==> config.mk <==
export PLATFORM = sky130hd
export DESIGN_NAME = fpsc_mul
export DESIGN_NICKNAME = d
export VERILOG_FILES = /design/src/design/fpsc_pkg.sv /design/src/design/fpsc_mul.sv
export SDC_FILE = /design/constraint.sdc
export NUM_CORES = 2
export LEC_CHECK = 0
export BUFFER_PORTS_ARGS = -buffer_cell sky130_fd_sc_hd__buf_2
export CORE_MARGIN = 1
export CORE_UTILIZATION = 32
export DETAILED_ROUTE_END_ITERATION = 8
export SLEW_MARGIN = 20
export SYNTH_ARGS = -nofsm -noshare
export SYNTH_HDL_FRONTEND = slang
export SYNTH_SLANG_ARGS = --single-unit
==> constraint.sdc <==
create_clock -name i_clk -period 8.4 [get_ports i_clk]
set_input_delay 0.42 -clock i_clk [delete_from_list [all_inputs] [get_ports i_clk]]
set_output_delay 0.42 -clock i_clk [all_outputs]
set_load 0.1 [all_outputs]
==> src/design/fpsc_pkg.sv <==
// Shared types, constants and saturation helpers for the filtered PID speed controller.
package fpsc_pkg;

    localparam int unsigned DataW = 32;
    localparam int unsigned SumW  = 48;
    localparam int unsigned CoefW = 17;
    localparam int unsigned OpW   = 33;
    localparam int unsigned ProdW = 2 * OpW;
    localparam int unsigned AccW  = ProdW;
    localparam int unsigned IdxW  = 2;

    localparam logic signed [DataW-1:0] GainPReset = 32'sd655;
    localparam logic signed [DataW-1:0] GainIReset = 32'sd0;
    localparam logic signed [DataW-1:0] GainDReset = 32'sd0;
    localparam logic signed [DataW-1:0] DefaultKp  = 32'sd655;
    localparam logic [CoefW-1:0]        CoefReset  = 17'd58982;
    localparam logic [CoefW-1:0]        CoefOne    = 17'd65536;
    localparam logic signed [AccW-1:0]  RoundHalf  = AccW'(32768);

    typedef enum logic [IdxW-1:0] {
        REG_GAIN_P = 2'd0,
        REG_GAIN_I = 2'd1,
        REG_GAIN_D = 2'd2,
        REG_COEF   = 2'd3
    } t_reg_idx;

    // How a product is folded into the accumulator in the cycle after it is formed.
    typedef enum logic [1:0] {
        TAG_NONE = 2'd0,
        TAG_RAW  = 2'd1,
        TAG_RND  = 2'd2
    } t_tag;

    typedef enum logic [2:0] {
        SEL_FILT_NEW = 3'd0,
        SEL_FILT_OLD = 3'd1,
        SEL_P        = 3'd2,
        SEL_I_HI     = 3'd3,
        SEL_I_LO     = 3'd4,
        SEL_D        = 3'd5
    } t_mul_sel;

    typedef struct packed {
        t_mul_sel mul_sel;
        t_tag     tag;
        logic     acc_clr;
        logic     ld_filt;
        logic     ld_err;
        logic     ld_sum;
        logic     ld_inc;
        logic     ld_out;
    } t_seq_ctrl;

    function automatic logic signed [DataW-1:0] sat32(input logic signed [AccW-1:0] v);
        logic hi_ones;
        logic hi_zeros;
        hi_ones  = &v[AccW-1:DataW-1];
        hi_zeros = ~|v[AccW-1:DataW-1];
        if (hi_ones || hi_zeros) begin
            return v[DataW-1:0];
        end else if (v[AccW-1]) begin
            return {1'b1, {(DataW-1){1'b0}}};
        end else begin
            return {1'b0, {(DataW-1){1'b1}}};
        end
    endfunction

    function automatic logic signed [SumW-1:0] sat48(input logic signed [SumW:0] v);
        if (v[SumW] == v[SumW-1]) begin
            return v[SumW-1:0];
        end else if (v[SumW]) begin
            return {1'b1, {(SumW-1){1'b0}}};
        end else begin
            return {1'b0, {(SumW-1){1'b1}}};
        end
    endfunction

endpackage

==> src/design/fpsc_mul.sv <==
// Shared signed multiplier with a registered product and its accumulate tag.
module fpsc_mul (
    input  logic                                   i_clk,
    input  logic                                   i_rst_n,
    input  logic signed [fpsc_pkg::OpW-1:0]        i_a,
    input  logic signed [fpsc_pkg::OpW-1:0]        i_b,
    input  fpsc_pkg::t_tag                         i_tag,
    output logic signed [fpsc_pkg::ProdW-1:0]      o_prod,
    output fpsc_pkg::t_tag                         o_tag
);

    logic signed [fpsc_pkg::ProdW-1:0] r_prod;
    fpsc_pkg::t_tag                    r_tag;

    always_ff @(posedge i_clk) begin
        r_prod <= i_a * i_b;
    end

    always_ff @(posedge i_clk) begin
        if (!i_rst_n) begin
            r_tag <= fpsc_pkg::TAG_NONE;
        end else begin
            r_tag <= i_tag;
        end
    end

    assign o_prod = r_prod;
    assign o_tag  = r_tag;

endmodule

== Word level (Yosys, flattened, before mapping) ==
Index checks and enable logic that the tools add are counted.

* Flip-flop bits (word level): 68
* Input port bits: 70
* Output and inout bits: 68
* Logic and storage cells: 3

* Multiply operators: 1

{| class="wikitable"
|+ Operators with widths
! operator !! number
|-
| multiplier 33 x 33 -> 66 bit || 1
|}

== Depth between registers and ports, before layout ==
* Depth after elaboration: 1
* Gate-level depth with buffers: 29
* Gate-level depth less buffers: 27

== Worst setup path after synthesis ==
OpenSTA, ideal clock, no wires.

* Path kind: input port to flip-flop
* From: input i_a[32] in the netlist's numbering
* To: register r_prod, in the netlist o_prod[65]
* Library setup time: 0.072 ns
* Arrival: 7.569 ns
* Path slack: 0.759 ns
* Stages on the path: 22
* Cell sequence: clkbuf_1 -> nand2_1 -> inv_1 -> fa_1 -> fa_1 -> fa_1 -> fa_1 -> fa_1 -> fa_1 -> fa_1 -> inv_1 -> fa_1 -> inv_1 -> ha_1 -> clkbuf_1 -> a21o_1 -> a21o_1 -> a221o_1 -> a31oi_2 -> o211ai_1 -> o41ai_2 -> xnor2_1

* Cells in the longest elaborated chain, start to end: 1

{| class="wikitable"
|+ RTL lines
! element !! RTL line !! RTL
|-
| start, declared || fpsc_mul.sv:5 || <nowiki>input logic signed [fpsc_pkg::OpW-1:0] i_a,</nowiki>
|-
| multiplier 33 x 33 -> 66 bit || fpsc_mul.sv:16 || <nowiki>r_prod <= i_a * i_b;</nowiki>
|-
| end signal, assigned || fpsc_mul.sv:16 ||
|-
| end, declared || fpsc_mul.sv:12 || <nowiki>logic signed [fpsc_pkg::ProdW-1:0] r_prod;</nowiki>
|}

Every way passes these cells.
A chain may end at the register's enable or synchronous reset.

== Worst setup path in the final report ==
* From: input i_b[1] in the netlist's numbering
* To: register r_prod, in the netlist o_prod[59]

* Cells in the longest elaborated chain, start to end: 1

{| class="wikitable"
|+ RTL lines
! element !! RTL line !! RTL
|-
| start, declared || fpsc_mul.sv:6 || <nowiki>input logic signed [fpsc_pkg::OpW-1:0] i_b,</nowiki>
|-
| multiplier 33 x 33 -> 66 bit || fpsc_mul.sv:16 ||
|}

Every way passes these cells.

==> impl_metrics.tcl <==
set metrics [dict create \
    cts_tree "yes" \
    drive_gt1_frac 0.0741 \
    place.gp.congestion 0.914 \
    root_buffer "clkbuf_16" \
    tightestPinTransition_ns 0.861 \
    cts_setup_buffers 0 \
    cts_resized 0 \
    cts-htree-levels 3 \
    cp.arrival_ns 8.17 \
    routed_via_density 4.64 \
    cp-start-kind "input port" \
    cts_max_path_buffers 2 \
    endpoint_kind "register" \
    synth_edf_count 0 \
    async_flop_share 0 \
    grt_setup_unrepaired "no" \
    netlist_top_cells_count "1,145 x fa_1, 1,133 x inv_1, 564 x and2_1" \
    fmax_mhz 128 \
    register_area_mm2 0.00136 \
    ctsHoldBuffers 0 \
    final_antenna_net_count 0 \
    setup_tns_ns 0 \
    initial_core_util 0.322 \
    dp_hpwl_um 95100 \
    die_w_um 357 \
    grt_overflow 0 \
    synth.most_common_cell "fa_1" \
    yosys_warnings 0 \
    drt_iter0_drc 1401 \
    coreArea_mm2 0.125 \
    multi_input_area_mm2 0.0340 \
    synth_top_cell_area_share 0.567 \
    die_area_mm2 0.128 \
    ys_ff_latch 68 \
    vias 28100 \
    slew_headroom 0.426 \
    area_growth_pct 8.65 \
    place.port_buffers 137 \
    grt_max_degree 34 \
    crit_fanout 27 \
    hold_end "o_tag[0]" \
    drt-total-wl_um 111000 \
    clock-sinks 68 \
    first_pass_iters 5 \
    cts_made_buffers 9 \
    track_usage 0.185 \
    syn_avg_cell_area_um2 9.39 \
    drc 0 \
    ys_top_cells_by_area "fa_1 57%, inv_1 11%, and2_1 8.7%" \
    synth_top_area_cell "fa_1" \
    chipHeight_um 357 \
    period_needed_ns 7.82 \
    layout.nets 5814 \
    wl_per_cell_um 18.3 \
    grt_antenna_before_repair 19 \
    synth_area_mm2 0.0404 \
    hp-class "input port to register" \
    clk_pin_slew_ns 0.06 \
    grt_pass1_vias 31600 \
    hp-start "i_tag[0]" \
    timing.final.crit_share 0.931 \
    syn_nets 5738 \
    required_ns 8.75 \
    slew_viol_final 0 \
    io_pins 138 \
    synth_cell_types 61 \
    synthCells 4306 \
    min_path_cells 2 \
    setup_viol 0 \
    grt_pass1_wl_um 181000 \
    fillers 12800 \
    final-hold-violation-count 0 \
    ys_seq_area_frac 0.0337 \
    path_class "input port to register" \
    drv_cap 0 \
    ys.flop_type "dfxtp_1" \
    num_rows 130 \
    status "completed" \
]
==> final cells by class <==
| class | instances | share of cell area |
|---|---|---|
| Clock inverter | 5 | 0.00245 |
| Timing Repair Buffer | 286 | 0.0431 |
| Inverter | 1133 | 0.0968 |
| Clock buffer | 11 | 0.00576 |
| Sequential cell | 68 | 0.0310 |
| Antenna cell | 6 | 0.000342 |
| Multi-Input combinational cell | 2884 | 0.774 |
| Tap cell | 1650 | 0.0470 |
==> flip-flops by register name (all words and copies together) (netlist names) <==
signal and count:
o_tag 2, o_prod 66
==> kinds of logic (layout without fill, tap and decap cells) <==
family | count (synthesis) | after routing | synth area share
compound gates | 217 | 217 | 0.0359
xor+xnor | 75 | 75 | 0.0163
fa+ha+maj | 1362 | 1362 | 0.634
buf+inv | 1354 | 1435 | 0.126
flops | 68 | 68 | 0.0337
other cells | 0 | 6 | 0
simple gates | 1230 | 1230 | 0.154
==> critical path, cell delays in order <==
cell and delay (ns):
buf_2 0.30, and2_1 0.32, fa_1 0.70, inv_1 0.17, fa_1 0.51, inv_1 0.06
fa_1 0.50, inv_1 0.06, fa_1 0.52, inv_1 0.06, fa_1 0.48, fa_1 0.51
fa_1 0.49, inv_1 0.05, fa_1 0.50, inv_1 0.05, ha_1 0.43, and4_1 0.28
and2_0 0.15, a311oi_1 0.41, nor4_1 0.14, o21a_1 0.15, a211oi_2 0.19, buf_4 0.17
o21ai_1 0.10, o41ai_2 0.25, xnor2_1 0.17
==> metal layers <==
layer	vias to the layer above	track usage	routed length (µm)
li1	12400	-	-
met1	14800	0.247	47100
met2	682	0.305	53500
met3	153	0.0358	6920
met4	24	0.0530	2770
met5	-	0	135
==> through the flow <==
step | util | cell area (µm²) | cells | worst slack, ns | hold slack, ns
5_1_grt | 0.350 | 43900 | 6039 | 0.281 | 0.178
4_1_cts | 0.350 | 43900 | 6037 | 0.591 | 0.148
3_5_place_dp | 0.347 | 43500 | 6021 | 0.143 | 0.627
3_3_place_gp | 0.347 | 43500 | 6021 | 0.230 | 0.624
2_1_floorplan | - | 40400 | 4306 | 0.759 | 0.542
6_report | 0.350 | 43900 | 6043 | 0.577 | 0.199
==> how the worst max path moves through the flow <==
stage               startpoint         end  slack [ns]  depth (start not counted)
CTS                     i_b[1]  o_prod[59]        0.59                         27
global placement        i_b[1]  o_prod[59]        0.23                         27
floorplan              i_a[32]  o_prod[65]        0.76                         22
global route            i_b[0]  o_prod[59]        0.28                         28
detailed placement      i_b[1]  o_prod[59]        0.14                         27
finish                  i_b[1]  o_prod[59]        0.58                         27
==> placed cells by master, fill, tap and decap left out, types with 7 or more instances in the layout <==
cell type	instances
buf_12	7
a31oi_1	9
a21o_1	28
and2_1	564
nand3_1	18
ha_1	217
nand2_1	543
inv_1	1133
clkbuf_16	9
xnor2_1	55
nor2_1	47
o21ai_0	37
dfxtp_1	68
o211ai_1	7
fa_1	1145
and4_1	7
o21a_1	7
xor2_1	20
a21oi_1	73
buf_4	142
nor3_1	7
nand4_1	9
and3_1	7
nand2b_1	9
o21bai_1	8
buf_2	137
Power is left out: the tool's default activity adds up to more than one toggle a clock period on the data nets, which glitch-free logic cannot reach.
