$ cat src/design/fpsc_pkg.sv
// Shared types, constants and saturation helpers for the filtered PID speed controller.
package fpsc_pkg;

    localparam int unsigned DataW = 32;
    localparam int unsigned SumW  = 48;
    localparam int unsigned CoefW = 17;
    localparam int unsigned OpW   = 33;
    localparam int unsigned ProdW = 2 * OpW;
    localparam int unsigned AccW  = ProdW;
    localparam int unsigned IdxW  = 2;

    localparam logic signed [DataW-1:0] GainPReset = 32'sd655;
    localparam logic signed [DataW-1:0] GainIReset = 32'sd0;
    localparam logic signed [DataW-1:0] GainDReset = 32'sd0;
    localparam logic signed [DataW-1:0] DefaultKp  = 32'sd655;
    localparam logic [CoefW-1:0]        CoefReset  = 17'd58982;
    localparam logic [CoefW-1:0]        CoefOne    = 17'd65536;
    localparam logic signed [AccW-1:0]  RoundHalf  = AccW'(32768);

    typedef enum logic [IdxW-1:0] {
        REG_GAIN_P = 2'd0,
        REG_GAIN_I = 2'd1,
        REG_GAIN_D = 2'd2,
        REG_COEF   = 2'd3
    } t_reg_idx;

    // How a product is folded into the accumulator in the cycle after it is formed.
    typedef enum logic [1:0] {
        TAG_NONE = 2'd0,
        TAG_RAW  = 2'd1,
        TAG_RND  = 2'd2
    } t_tag;

    typedef enum logic [2:0] {
        SEL_FILT_NEW = 3'd0,
        SEL_FILT_OLD = 3'd1,
        SEL_P        = 3'd2,
        SEL_I_HI     = 3'd3,
        SEL_I_LO     = 3'd4,
        SEL_D        = 3'd5
    } t_mul_sel;

    typedef struct packed {
        t_mul_sel mul_sel;
        t_tag     tag;
        logic     acc_clr;
        logic     ld_filt;
        logic     ld_err;
        logic     ld_sum;
        logic     ld_inc;
        logic     ld_out;
    } t_seq_ctrl;

    function automatic logic signed [DataW-1:0] sat32(input logic signed [AccW-1:0] v);
        logic hi_ones;
        logic hi_zeros;
        hi_ones  = &v[AccW-1:DataW-1];
        hi_zeros = ~|v[AccW-1:DataW-1];
        if (hi_ones || hi_zeros) begin
            return v[DataW-1:0];
        end else if (v[AccW-1]) begin
            return {1'b1, {(DataW-1){1'b0}}};
        end else begin
            return {1'b0, {(DataW-1){1'b1}}};
        end
    endfunction

    function automatic logic signed [SumW-1:0] sat48(input logic signed [SumW:0] v);
        if (v[SumW] == v[SumW-1]) begin
            return v[SumW-1:0];
        end else if (v[SumW]) begin
            return {1'b1, {(SumW-1){1'b0}}};
        end else begin
            return {1'b0, {(SumW-1){1'b1}}};
        end
    endfunction

endpackage

$ cat src/design/fpsc_seq.sv
// Sequencer that steps one item through the filter, error and PID phases.
module fpsc_seq (
    input  logic                  i_clk,
    input  logic                  i_rst_n,
    input  logic                  i_start,
    input  logic                  i_out_free,
    output logic                  o_ready,
    output fpsc_pkg::t_seq_ctrl   o_ctrl
);

    typedef enum logic [13:0] {
        ST_IDLE = 14'b00000000000001,
        ST_FA   = 14'b00000000000010,
        ST_FB   = 14'b00000000000100,
        ST_FS   = 14'b00000000001000,
        ST_E1   = 14'b00000000010000,
        ST_E2   = 14'b00000000100000,
        ST_E3   = 14'b00000001000000,
        ST_MP   = 14'b00000010000000,
        ST_MIH  = 14'b00000100000000,
        ST_MIL  = 14'b00001000000000,
        ST_MD   = 14'b00010000000000,
        ST_MF   = 14'b00100000000000,
        ST_SAT  = 14'b01000000000000,
        ST_CMD  = 14'b10000000000000
    } t_state;

    t_state r_state;
    t_state n_state;

    always_ff @(posedge i_clk) begin
        if (!i_rst_n) begin
            r_state <= ST_IDLE;
        end else begin
            r_state <= n_state;
        end
    end

    always_comb begin
        n_state         = r_state;
        o_ctrl          = '0;
        o_ctrl.mul_sel  = fpsc_pkg::SEL_FILT_NEW;
        o_ctrl.tag      = fpsc_pkg::TAG_NONE;
        case (r_state)
            ST_IDLE: begin
                o_ctrl.acc_clr = 1'b1;
                if (i_start) begin
                    n_state = ST_FA;
                end
            end
            ST_FA: begin
                o_ctrl.mul_sel = fpsc_pkg::SEL_FILT_NEW;
                o_ctrl.tag     = fpsc_pkg::TAG_RAW;
                n_state        = ST_FB;
            end
            ST_FB: begin
                o_ctrl.mul_sel = fpsc_pkg::SEL_FILT_OLD;
                o_ctrl.tag     = fpsc_pkg::TAG_RAW;
                n_state        = ST_FS;
            end
            ST_FS: begin
                n_state = ST_E1;
            end
            ST_E1: begin
                o_ctrl.ld_filt = 1'b1;
                o_ctrl.acc_clr = 1'b1;
                n_state        = ST_E2;
            end
            ST_E2: begin
                o_ctrl.ld_err = 1'b1;
                n_state       = ST_E3;
            end
            ST_E3: begin
                o_ctrl.ld_sum = 1'b1;
                n_state       = ST_MP;
            end
            ST_MP: begin
                o_ctrl.mul_sel = fpsc_pkg::SEL_P;
                o_ctrl.tag     = fpsc_pkg::TAG_RND;
                n_state        = ST_MIH;
            end
            ST_MIH: begin
                o_ctrl.mul_sel = fpsc_pkg::SEL_I_HI;
                o_ctrl.tag     = fpsc_pkg::TAG_RAW;
                n_state        = ST_MIL;
            end
            ST_MIL: begin
                o_ctrl.mul_sel = fpsc_pkg::SEL_I_LO;
                o_ctrl.tag     = fpsc_pkg::TAG_RND;
                n_state        = ST_MD;
            end
            ST_MD: begin
                o_ctrl.mul_sel = fpsc_pkg::SEL_D;
                o_ctrl.tag     = fpsc_pkg::TAG_RND;
                n_state        = ST_MF;
            end
            ST_MF: begin
                n_state = ST_SAT;
            end
            ST_SAT: begin
                o_ctrl.ld_inc = 1'b1;
                n_state       = ST_CMD;
            end
            ST_CMD: begin
                // Hold here until the output register has room.
                if (i_out_free) begin
                    o_ctrl.ld_out = 1'b1;
                    n_state       = ST_IDLE;
                end
            end
            default: begin
                n_state = ST_IDLE;
            end
        endcase
    end

    assign o_ready = (r_state == ST_IDLE);

endmodule

$ cat config.mk
export PLATFORM = sky130hd
export DESIGN_NAME = fpsc_seq
export DESIGN_NICKNAME = d
export VERILOG_FILES = /design/src/design/fpsc_pkg.sv /design/src/design/fpsc_seq.sv
export SDC_FILE = /design/constraint.sdc
export NUM_CORES = 1
export LEC_CHECK = 0
export ABC_AREA = 1
export BUFFER_PORTS_ARGS = -buffer_cell sky130_fd_sc_hd__buf_2
export CAP_MARGIN = 5
export CELL_PAD_IN_SITES_DETAIL_PLACEMENT = 0
export CELL_PAD_IN_SITES_GLOBAL_PLACEMENT = 1
export CORE_UTILIZATION = 25
export DETAILED_ROUTE_END_ITERATION = 12
export PLACE_DENSITY_LB_ADDON = 0.1
export SLEW_MARGIN = 5
export SYNTH_ARGS = -nofsm -noshare
export SYNTH_HDL_FRONTEND = slang
export SYNTH_SLANG_ARGS = --single-unit
$ cat constraint.sdc
create_clock -name i_clk -period 1.9 [get_ports i_clk]
set_clock_uncertainty 0.15 [all_clocks]
set_input_delay 0.19 -clock i_clk [delete_from_list [all_inputs] [get_ports i_clk]]
set_output_delay 0.19 -clock i_clk [all_outputs]
set_load 0.05 [all_outputs]
After elaboration in Yosys (flattened, before gate mapping)

Cells that the tools add are included.

Equal/unequal tests: 16
Muxes and demuxes: 11
Reductions and logical operators: 2

Operators with widths:

| operator                                               | count |
|---|---|
| case mux 14 bit (14 select lines)                      | 1 |
| case mux 5 bit (6 select lines)                        | 1 |
| two-way mux 14 bit                                     | 2 |
| equality test 14 x 1 -> 1 bit (second input constant)  | 1 |
| equality test 14 x 10 -> 1 bit (second input constant) | 1 |
| equality test 14 x 11 -> 1 bit (second input constant) | 1 |
| equality test 14 x 12 -> 1 bit (second input constant) | 1 |
| equality test 14 x 13 -> 1 bit (second input constant) | 1 |
| equality test 14 bit (second input constant)           | 1 |
| equality test 14 x 2 -> 1 bit (second input constant)  | 1 |
| equality test 14 x 3 -> 1 bit (second input constant)  | 1 |
| equality test 14 x 4 -> 1 bit (second input constant)  | 1 |
| equality test 14 x 5 -> 1 bit (second input constant)  | 1 |
| equality test 14 x 6 -> 1 bit (second input constant)  | 1 |
| equality test 14 x 7 -> 1 bit (second input constant)  | 1 |
| equality test 14 x 8 -> 1 bit (second input constant)  | 1 |
| equality test 14 x 9 -> 1 bit (second input constant)  | 1 |
| two-way mux 1 bit                                      | 7 |
| inequality test 2 bit (second input constant)          | 2 |
| AND reduction 2 bit                                    | 1 |
| OR reduction 2 bit                                     | 1 |

Register bits after elaboration: 14
Word-level logic and storage cells: 30
Output and inout bits: 12

Logic depth before layout (Yosys ltp)

Gate-level depths: netlist of the first run.

Word-level depth: 3
Depth in mapped cells: 12
Mapped depth without buffers: 12

Worst setup path after synthesis of the first run

No wires, ideal clock.

Path kind: reg2out
Start: register r_state[2]
End: output o_ctrl[0] in the netlist's numbering
Cell stages (with the launch flop): 6
Required time: 1.560 ns
Arrival: 1.448 ns
Slack: 0.112 ns
Path through: dfxtp_1 > nor2_4 > nand2_4 > nor2_8 > nand2_1 > nor2_1

RTL lines:

| item                     | line           | RTL |
|---|---|---|
| start: declaration       | fpsc_seq.sv:28 | `t_state r_state;` |
| start signal: assignment | fpsc_seq.sv:35 | `r_state <= n_state;` |
| end: declaration         | fpsc_seq.sv:8  | `output fpsc_pkg::t_seq_ctrl o_ctrl` |

==> summary.md, run 1 <==
| Metric | Value |
|---|---|
| Status | complete, no violations |
| VDD IR max | 0.568 mV |
| Initial DRC count | 31 |
| Biggest regs | r_state x14 |
| Synth Cell Area | 983 µm² |
| Final total power | 1440 µW |
| Core area | 3720 µm² |
| Worst skew pair latency | 240 ps |
| Dpl ws | 186 ps |
| Initial antenna violation count | 0 |
| Crit-path cells | nor2_4, nand2_4, nor2_8, o21ai_1, nand2_1, buf_4 |
| FF-to-FF Start | r_state[3]$_SDFFE_PN0P_ |
| XOR/XNOR share of the synthesized area | 0 |
| Placed Area | 1100 µm² |
| Largest net degree at the start of global routing | 13 |
| Post-Synth Adder-Cell Area | 0 |
| Number of diodes | 0 |
| F_max | 554 MHz |
| FP Rows | 22 |
| Biggest register | r_state |
| Die area | 4190 µm² |
| Overall fraction of global-route tracks in use | 0.124 |
| Share of cells above drive strength 1 | 0.345 |
| CP Data Required Time | 1560 ps |
| Worst-path fanout max | 6 |
| FF+latch count, synth | 14 |
| # setup viols final | 0 |
| Most frequent cells in the layout | inv_1 (31), nand2_1 (25), nor2_1 (16) |
| GRT met2 Usage | 0.207 |
| Vias | 899 |
| Worst-Margin Slew | 291 ps |
| First-pass GRT wire length | 3840 µm |
| Top cells by area, synth | dfxtp_1 (28%), inv_1 (12%), nand2_1 (9.9%) |
| Synth Instances | 150 |
| R2r setup slk | 300 ps |
| Wire length per cell | 11.2 µm |
| Setup crit end kind | primary output |
| Post-Syn Nets | 154 |
| Worst Slack Setup Final | 95.8 ps |
| TritonRoute pass-1 iters | 4 |
| Type of the worst min-delay path | primary input to flip-flop |
| Drc violations | 0 |
| Share of the synthesized area in the top cell type | 0.285 |
| Static Leak | 0.000679 µW |
| Pins Over Slew Limit | 0 |
| Clock tree buffer depth | 2 |
| Endpoints failing hold | 0 |
| Mux contribution to synthesized area | 0 |
| Reg2Reg Depth | 8 |
| Layout Nets | 174 |
| Final worst path period share | 0.950 |
| DRT antenna net count | 0 |
| Worst Hold Depth | 4 |
| Io pins | 16 |
| CTS Buf Count | 3 |
| Hold_sp | i_start |
| Pwr dens | 1140 nW/µm² |
| Layer with the highest usage | met2 |
| H-tree depth | 1 |
| Placer Congestion | 0.751 |
| Initial Util | 0.265 |
| Synth area leader | dfxtp_1 |
| Yosys warns | 0 |
| Synth Area in Simple Gates | 0.515 |
| Largest register FFs | 14 |
| CP max-delay cell | dfxtp_1 |
| Total Routed Length | 2420 µm |
| Post-layout min period | 1800 ps |
| Met3 usage | 0.0211 |
| Max Cap Viol | 0 |
| Clk sinks | 14 |
| I/O Buffers | 15 |
| Most common cell after layout, fill and taps aside | inv_1 |
| Post-DP HPWL | 1810 µm |
| Met1 Resource Use GR | 0.151 |
| CTS root buf | clkbuf_8 |
| Die Span Y | 64.7 µm |
| Crit-path max cell delay | 340 ps |
| Synth Area per Inst | 6.56 µm² |
| Vias per cell | 4.16 |
| Sequential-to-total area share from yosys stat | 0.285 |
| Setup crit start kind | flip-flop |
| Total gr overflow | 0 |
| Register clock-pin slew on the reported worst setup and hold paths | 60 ps |
| Clock tree from TritonCTS | done |
| Setup Crit Path Kind | flip-flop to primary output |
| Largest family of logic cells by synthesized area | simple AND/OR/NAND/NOR gates |
| Worst hold margin | 100 ps |
| Compound-Gate Fraction of Synth Area | 0.0229 |
| Sink of the worst hold path | r_state[0]$_SDFFE_PN1P_ |
| Vias in the first global route | 850 |
| Util after Layout | 0.339 |
| Synth unique cells | 26 |
| Design area | 1260 µm² |
| RR Endpoint | r_state[0]$_SDFFE_PN1P_ |
| CP arrival | 1460 ps |
| Die width | 64.7 µm |
| Rel. slew slack | 0.806 |
| Area grow syn2layout | 28.2% |
## kinds of logic after synthesis
| group | Yosys count |
|---|---|
| flops | 14 |
| compound gates | 4 |
| buf+inv | 42 |
| simple gates | 90 |
## critical path, delay by kind of cell, from the launching register on
kind | cells | cell delay, ps
DFF | 1 | 340
AOI/OAI and AO/OA | 1 | 130
buffers and inverters | 1 | 190
and+or+nand+nor | 4 | 550
## area by class of cell
type | count | area (µm²)
fill | 416 | 2450
clock buffer | 3 | 41.3
timing repair buffer | 17 | 156
inverter | 39 | 146
sequential | 14 | 280
multi-input combinational | 95 | 577
tap | 48 | 60.1
## what timing repair did
item                       4_1_cts  5_1_grt
resized for setup                9       21
setup endpoints to repair        8       12
buffers inserted                 0        1
pin swaps                        0        2
cloned                           0        1
hold buffers                     0        0
## report_power, final
group | switching [µW] | leakage, µW | internal (µW)
logic | 546 | 0.000544 | 289
clock network | 107 | 0.0000216 | 140
registers | 32.9 | 0.000113 | 323
## synth_stat cells (all sizes together)
master / n
buf: 3
dfxtp: 14
a21oi: 1
nand3b: 1
nand2: 35
clkinv: 1
a211oi: 1
nand4: 6
nand3: 15
o21ai: 2
nor2: 29
and3: 1
or2: 2
inv: 38
nor3: 1
## per-stage QoR
stage               setup TNS (ps)  std cells
floorplan                        0        150
global placement                 0        211
detailed placement               0        211
CTS                              0        214
global route                 -8.10        216
finish                           0        216
## routing by layer
layer  vias to the layer above  share of wire
li1                        492              -
met1                       395           0.49
met2                        10           0.48
met3                         2          0.023
met4                         0         0.0091
met5                         -              0
## worst max path at each step
stage / startpoint / end / slack (ps) / cells past startpoint
3_5_place_dp: r_state[10]$_SDFFE_PN0P_ / o_ctrl[4] / 190 / 7
2_1_floorplan: r_state[2]$_SDFFE_PN0P_ / o_ctrl[0] / 110 / 5
6_report: r_state[3]$_SDFFE_PN0P_ / o_ctrl[7] / 100 / 6
5_1_grt: r_state[3]$_SDFFE_PN0P_ / o_ctrl[6] / -8 / 7
4_1_cts: r_state[10]$_SDFFE_PN0P_ / o_ctrl[5] / 7 / 7
3_3_place_gp: r_state[10]$_SDFFE_PN0P_ / o_ctrl[4] / 190 / 7
Power figures use the tool's default switching activity.
==> inputs of run 2 (changes only) <==
SETUP_SLACK_MARGIN = 0.4   (was unset)
==> summary.md, run 2 (synthesis results as in run 1) <==
| Metric | Value |
|---|---|
| Pwr dens | 1100 nW/µm² (-3.9%) |
| Drc violations | 0 (unchanged) |
| Die width | 64.7 µm (unchanged) |
| CTS Buf Count | 3 (unchanged) |
| Biggest register | r_state |
| CTS root buf | clkbuf_8 |
| Initial Util | 0.265 (unchanged) |
| Die area | 4190 µm² (unchanged) |
| Post-layout min period | 1780 ps (-27.0 ps) |
| Crit-path max cell delay | 340 ps (about the same) |
| Overall fraction of global-route tracks in use | 0.157 (+0.0335) |
| Die Span Y | 64.7 µm (unchanged) |
| CP max-delay cell | dfxtp_2 |
| Number of diodes | 0 (unchanged) |
| Endpoints failing hold | 0 (unchanged) |
| H-tree depth | 1 (unchanged) |
| Setup crit end kind | primary output |
| Setup crit start kind | flip-flop |
| Filler cell count | 362 (-13%) |
| Hold Buf Count CTS | 0 (unchanged) |
| DRT antenna net count | 0 (unchanged) |
| Type of the worst min-delay path | primary input to flip-flop |
| Cell family with most CP delay | simple AND/OR/NAND/NOR gates |
| Initial DRC count | 17 (-45%) |
| Total gr overflow | 0 (unchanged) |
| Worst-Margin Slew | 295 ps (+3.63 ps) |
| CP arrival | 1440 ps (-20 ps) |
| Area grow syn2layout | 85.1% |
| Largest net degree at the start of global routing | 13 (unchanged) |
| I/O Buffers | 15 (unchanged) |
| # setup viols final | 0 (unchanged) |
| First-pass GRT wire length | 4870 µm (+27%) |
| Post-DP HPWL | 1830 µm (+1.4%) |
| Layout Nets | 201 (+16%) |
| Share of cells above drive strength 1 | 0.638 (+0.293) |
| Crit path buffers/inverters | 2 (+1) |
| Vias per cell | 4.31 (+3.6%) |
| Initial antenna violation count | 0 (unchanged) |
| Largest register FFs | 14 (unchanged) |
| Wire length per cell | 12.0 µm (+6.9%) |
| Setup Crit Path Kind | flip-flop to primary output |
| Non-Filler Instances | 244 (+13%) |
| Setup tns final | 0 ps (unchanged) |
| Worst-path fanout max | 3 (-3) |
| Total Routed Length | 2920 µm (+21%) |
| Clock tree from TritonCTS | done |
| Biggest regs | r_state x14 |
| CP Data Required Time | 1560 ps (about the same) |
| Rel. slew slack | 0.804 (-0.00242) |
| Multi-input gate area | 787 µm² (+36%) |
| Static Leak | 0.000899 µW (+32%) |
| Worst skew pair latency | 250 ps (about the same) |
| Max Cap Viol | 0 (unchanged) |
| Post-placement cell count | 213 (+0.95%) |
| Most frequent cells in the layout | inv_1 (25), buf_4 (21), nand2_1 (19) |
| Status | complete, no violations |
| FP Rows | 22 (unchanged) |
| Clk sinks | 14 (unchanged) |
| VDD IR max | 0.955 mV (+68%) |
| FF/Latch Area | 298 µm² (+6.3%) |
| Core area | 3720 µm² (unchanged) |
| Final worst path period share | 0.935 (-0.0142) |
| Io pins | 16 (unchanged) |
| Most common cell after layout, fill and taps aside | inv_1 |
| Register clock-pin slew on the reported worst setup and hold paths | 60 ps (about the same) |
| TritonRoute pass-1 iters | 4 (unchanged) |
| Unrepaired setup endpoints after global routing | yes |
| Crit-path cells | buf_6, or2_4, nor2_4, nand2_1, nand3_2, buf_8 |
| Placer Congestion | 0.778 (+3.6%) |
| F_max | 563 MHz (+1.5%) |
| Vias | 1052 (+17%) |
| Clock tree buffer depth | 2 (unchanged) |
| Vias in the first global route | 1076 (+27%) |
| Pins Over Slew Limit | 0 (unchanged) |
run 2: cell types whose count changed in the layout (fill, tap and decap cells not counted), sizes merged:
| cell | previous run | this run |
|---|---|---|
| buf | 16 | 43 |
| clkinvlp | 0 | 4 |
| inv | 38 | 35 |
run 2: per-layer routing:
metal | GRT usage | vias up | share of wire
met4 | 0.0972 | 0 | 0.027
met5 | 0 | - | 0
met2 | 0.249 | 16 | 0.50
met3 | 0.0387 | 8 | 0.030
li1 | - | 542 | -
met1 | 0.188 | 486 | 0.44
run 2: tightest hold or removal path, delay by kind of cell:
kind | cells | cell delay (ps)
AOI/OAI and AO/OA | 1 | 70
and+or+nand+nor | 1 | 40
buffers and inverters | 2 | 130
run 2: through the flow:
step           setup WS, ps  hold slack (ps)   util  instance area (µm²)  total power, µW
2_1_floorplan           308              193      -                 1010              963
3_3_place_gp           95.3              345  0.306                 1140             1090
3_5_place_dp           61.0              356  0.306                 1140             1080
4_1_cts                76.8             76.5  0.450                 1670             1860
5_1_grt                45.5              137  0.490                 1820             2100
6_report                123             80.4  0.490                 1820             1990
run 2: path summary, 6_finish.rpt:
kind / from / endpoint / slack [ps] / cells past startpoint
max: r_state[11]$_SDFFE_PN0P_ / o_ctrl[8] / 120 / 6
min: i_start / r_state[0]$_SDFFE_PN1P_ / 80 / 4
max reg2reg: r_state[12]$_SDFFE_PN0P_ / r_state[3]$_SDFFE_PN0P_ / 220 / 11
min reg2reg: r_state[9]$_SDFFE_PN0P_ / r_state[10]$_SDFFE_PN0P_ / 490 / 4
run 2: timing repair:
| item | in CTS | in global routing |
|---|---|---|
| setup endpoints to repair | 25 | 26 |
| cloned | 2 | 0 |
| pin swaps | 16 | 18 |
| gates resized for setup | 88 | 24 |
| setup buffers | 17 | 8 |
run 2: layout make-up:
| type | count | share of cell area |
|---|---|---|
| Inverter | 39 | 0.0928 |
| Multi-Input combinational cell | 95 | 0.432 |
| Tap cell | 48 | 0.0330 |
| Timing Repair inverter | 1 | 0.00619 |
| Clock buffer | 4 | 0.0302 |
| Sequential cell | 14 | 0.164 |
| Timing Repair Buffer | 43 | 0.242 |
run 2: report_power, final:
group | internal (µW) | switching (µW)
Combinational | 564 | 765
Sequential | 328 | 29.6
Clock | 184 | 122
Total | 1080 | 917
==> inputs of run 3 (changes only) <==
CORE_UTILIZATION = 38   (was 25)
==> summary.md, run 3 (synthesis results as in run 1) <==
| Metric | Value |
|---|---|
| Status | complete, no violations |
| Die width | 52.9 µm (-18%) |
| Biggest register | r_state |
| FF-to-FF Start | r_state[8]$_SDFFE_PN0P_ |
| First-pass GRT wire length | 4360 µm (-10%) |
| Core area | 2450 µm² (-34%) |
| Clock tree from TritonCTS | done |
| Overall fraction of global-route tracks in use | 0.217 (+0.0597) |
| CTS Buf Count | 3 (unchanged) |
| Largest net degree at the start of global routing | 13 (unchanged) |
| Vias per cell | 4.79 (+11%) |
| Total gr overflow | 0 (unchanged) |
| Setup Crit Path Kind | flip-flop to primary output |
| Initial antenna violation count | 0 (unchanged) |
| Vias in the first global route | 1005 (-6.6%) |
| Io pins | 16 (unchanged) |
| Register clock-pin slew on the reported worst setup and hold paths | 90 ps (+30 ps) |
| Biggest regs | r_state x14 |
| Initial Util | 0.401 (+0.136) |
| H-tree depth | 1 (unchanged) |
| FP Rows | 18 (-18%) |
| Share of cells above drive strength 1 | 0.655 (+0.0169) |
| Most frequent cells in the layout | inv_1 (25), buf_4 (20), nand2_1 (16) |
| Final worst path period share | 0.987 (+0.0520) |
| Setup crit start kind | flip-flop |
| Clock tree buffer depth | 2 (unchanged) |
| Endpoints failing hold | 0 (unchanged) |
| Number of diodes | 0 (unchanged) |
| Setup crit end kind | primary output |
| Reg2Reg Depth | 12 (+1) |
| Area grow syn2layout | 75.7% |
| I/O Buffers | 15 (unchanged) |
| Most common cell after layout, fill and taps aside | inv_1 |
| Placer Congestion | 0.868 (+12%) |
| Unrepaired setup endpoints after global routing | yes |
| Total Routed Length | 2980 µm (+2.0%) |
| Wire length per cell | 13.3 µm (+11%) |
| Post-DP HPWL | 1680 µm (-8.5%) |
| RR Endpoint | r_state[8]$_SDFFE_PN0P_ |
| CP arrival | 1540 ps (+100 ps) |
| Worst Setup SP | r_state[8]$_SDFFE_PN0P_ |
| Pwr dens | 1050 nW/µm² (-4.3%) |
| Crit path capture | o_ctrl[6] |
| TritonRoute pass-1 iters | 4 (unchanged) |
| CP Data Required Time | 1560 ps (about the same) |
| VDD IR max | 1.05 mV (+9.8%) |
| F_max | 533 MHz (-5.3%) |
| Rel. slew slack | 0.807 (+0.00297) |
| Largest register FFs | 14 (unchanged) |
| Static Leak | 0.000877 µW (-2.4%) |
| Worst hold margin | 39.7 ps (-40.7 ps) |
| DRT antenna net count | 0 (unchanged) |
| Pins Over Slew Limit | 0 (unchanged) |
| Post-layout min period | 1880 ps (+98.8 ps) |
| Layout Nets | 200 (-0.50%) |
| Die area | 2800 µm² (-33%) |
| Worst-path fanout max | 4 (+1) |
| Initial DRC count | 23 (+6) |
| Vias | 1074 (+2.1%) |
| Hold Buf Count CTS | 0 (unchanged) |
| Type of the worst min-delay path | primary input to flip-flop |
| Clk sinks | 14 (unchanged) |
| Util after Layout | 0.704 (+0.214) |
| # setup viols final | 0 (unchanged) |
| Worst-Margin Slew | 290 ps (-4.46 ps) |
| Max Cap Viol | 0 (unchanged) |
| Worst skew pair latency | 280 ps (+30 ps) |
| Die Span Y | 52.9 µm (-18%) |
| R2r setup slk | 80 ps (-140 ps) |
| CTS root buf | clkbuf_4 |
| Drc violations | 0 (unchanged) |
==> run 3: layout make-up <==
type,instances,area (µm²)
sequential,14,297
multi-input combinational,94,758
clock buffer,3,22.5
fill,186,727
inverter,39,169
tap,30,37.5
timing repair buffer,44,444
==> run 3: how the worst min path moves through the flow <==
stage | startpoint | endpoint | slack (ps) | cells past startpoint
floorplan | i_rst_n | r_state[13]$_SDFFE_PN0P_ | 190 | 2
global placement | i_start | r_state[0]$_SDFFE_PN1P_ | 350 | 4
detailed placement | i_start | r_state[0]$_SDFFE_PN1P_ | 360 | 4
CTS | i_start | r_state[0]$_SDFFE_PN1P_ | 40 | 4
global route | i_start | r_state[0]$_SDFFE_PN1P_ | 70 | 4
finish | i_start | r_state[0]$_SDFFE_PN1P_ | 40 | 4
==> run 3: worst max-delay path, cell delays in order (launching register included) <==
cell     delay, ps
dfxtp_4        360
nor2_4         150
inv_2           60
nor2_4         160
buf_12         140
buf_6          110
nand2_4         60
nand3_4         70
buf_8          140
==> run 3: metal layers <==
metal  GRT usage  vias to the layer above  wire length, µm
met5           0                        -                0
met4       0.110                        0               81
met3      0.0259                        8              103
met2       0.354                       31             1520
met1       0.276                      493             1280
li1            -                      542                -
==> run 3: what timing repair did <==
| item | in CTS | in global routing |
|---|---|---|
| cloned | 0 | 0 |
| resized for setup | 75 | 34 |
| endpoints found under the hold margin | 0 | 0 |
| endpoints found under the setup margin | 24 | 26 |
| buffers inserted | 18 | 9 |
| pin swaps | 14 | 16 |
==> run 3: per-stage QoR <==
stage	worst slack, ps	TNS, ps	power [µW]	area [µm²]	std cells
6_report	24.0	0	1810	1730	224
5_1_grt	-43.5	-176	1900	1730	224
4_1_cts	47.2	0	1580	1520	215
3_5_place_dp	164	0	1070	1110	194
3_3_place_gp	143	0	1080	1110	194
2_1_floorplan	308	0	963	1010	150
==> run 3: where the power goes <==
group	internal, µW	switching (µW)	total (µW)	leakage, µW
Clock	73.5	99.1	173	0.0000138
Combinational	549	733	1280	0.000745
Sequential	324	31.8	356	0.000119
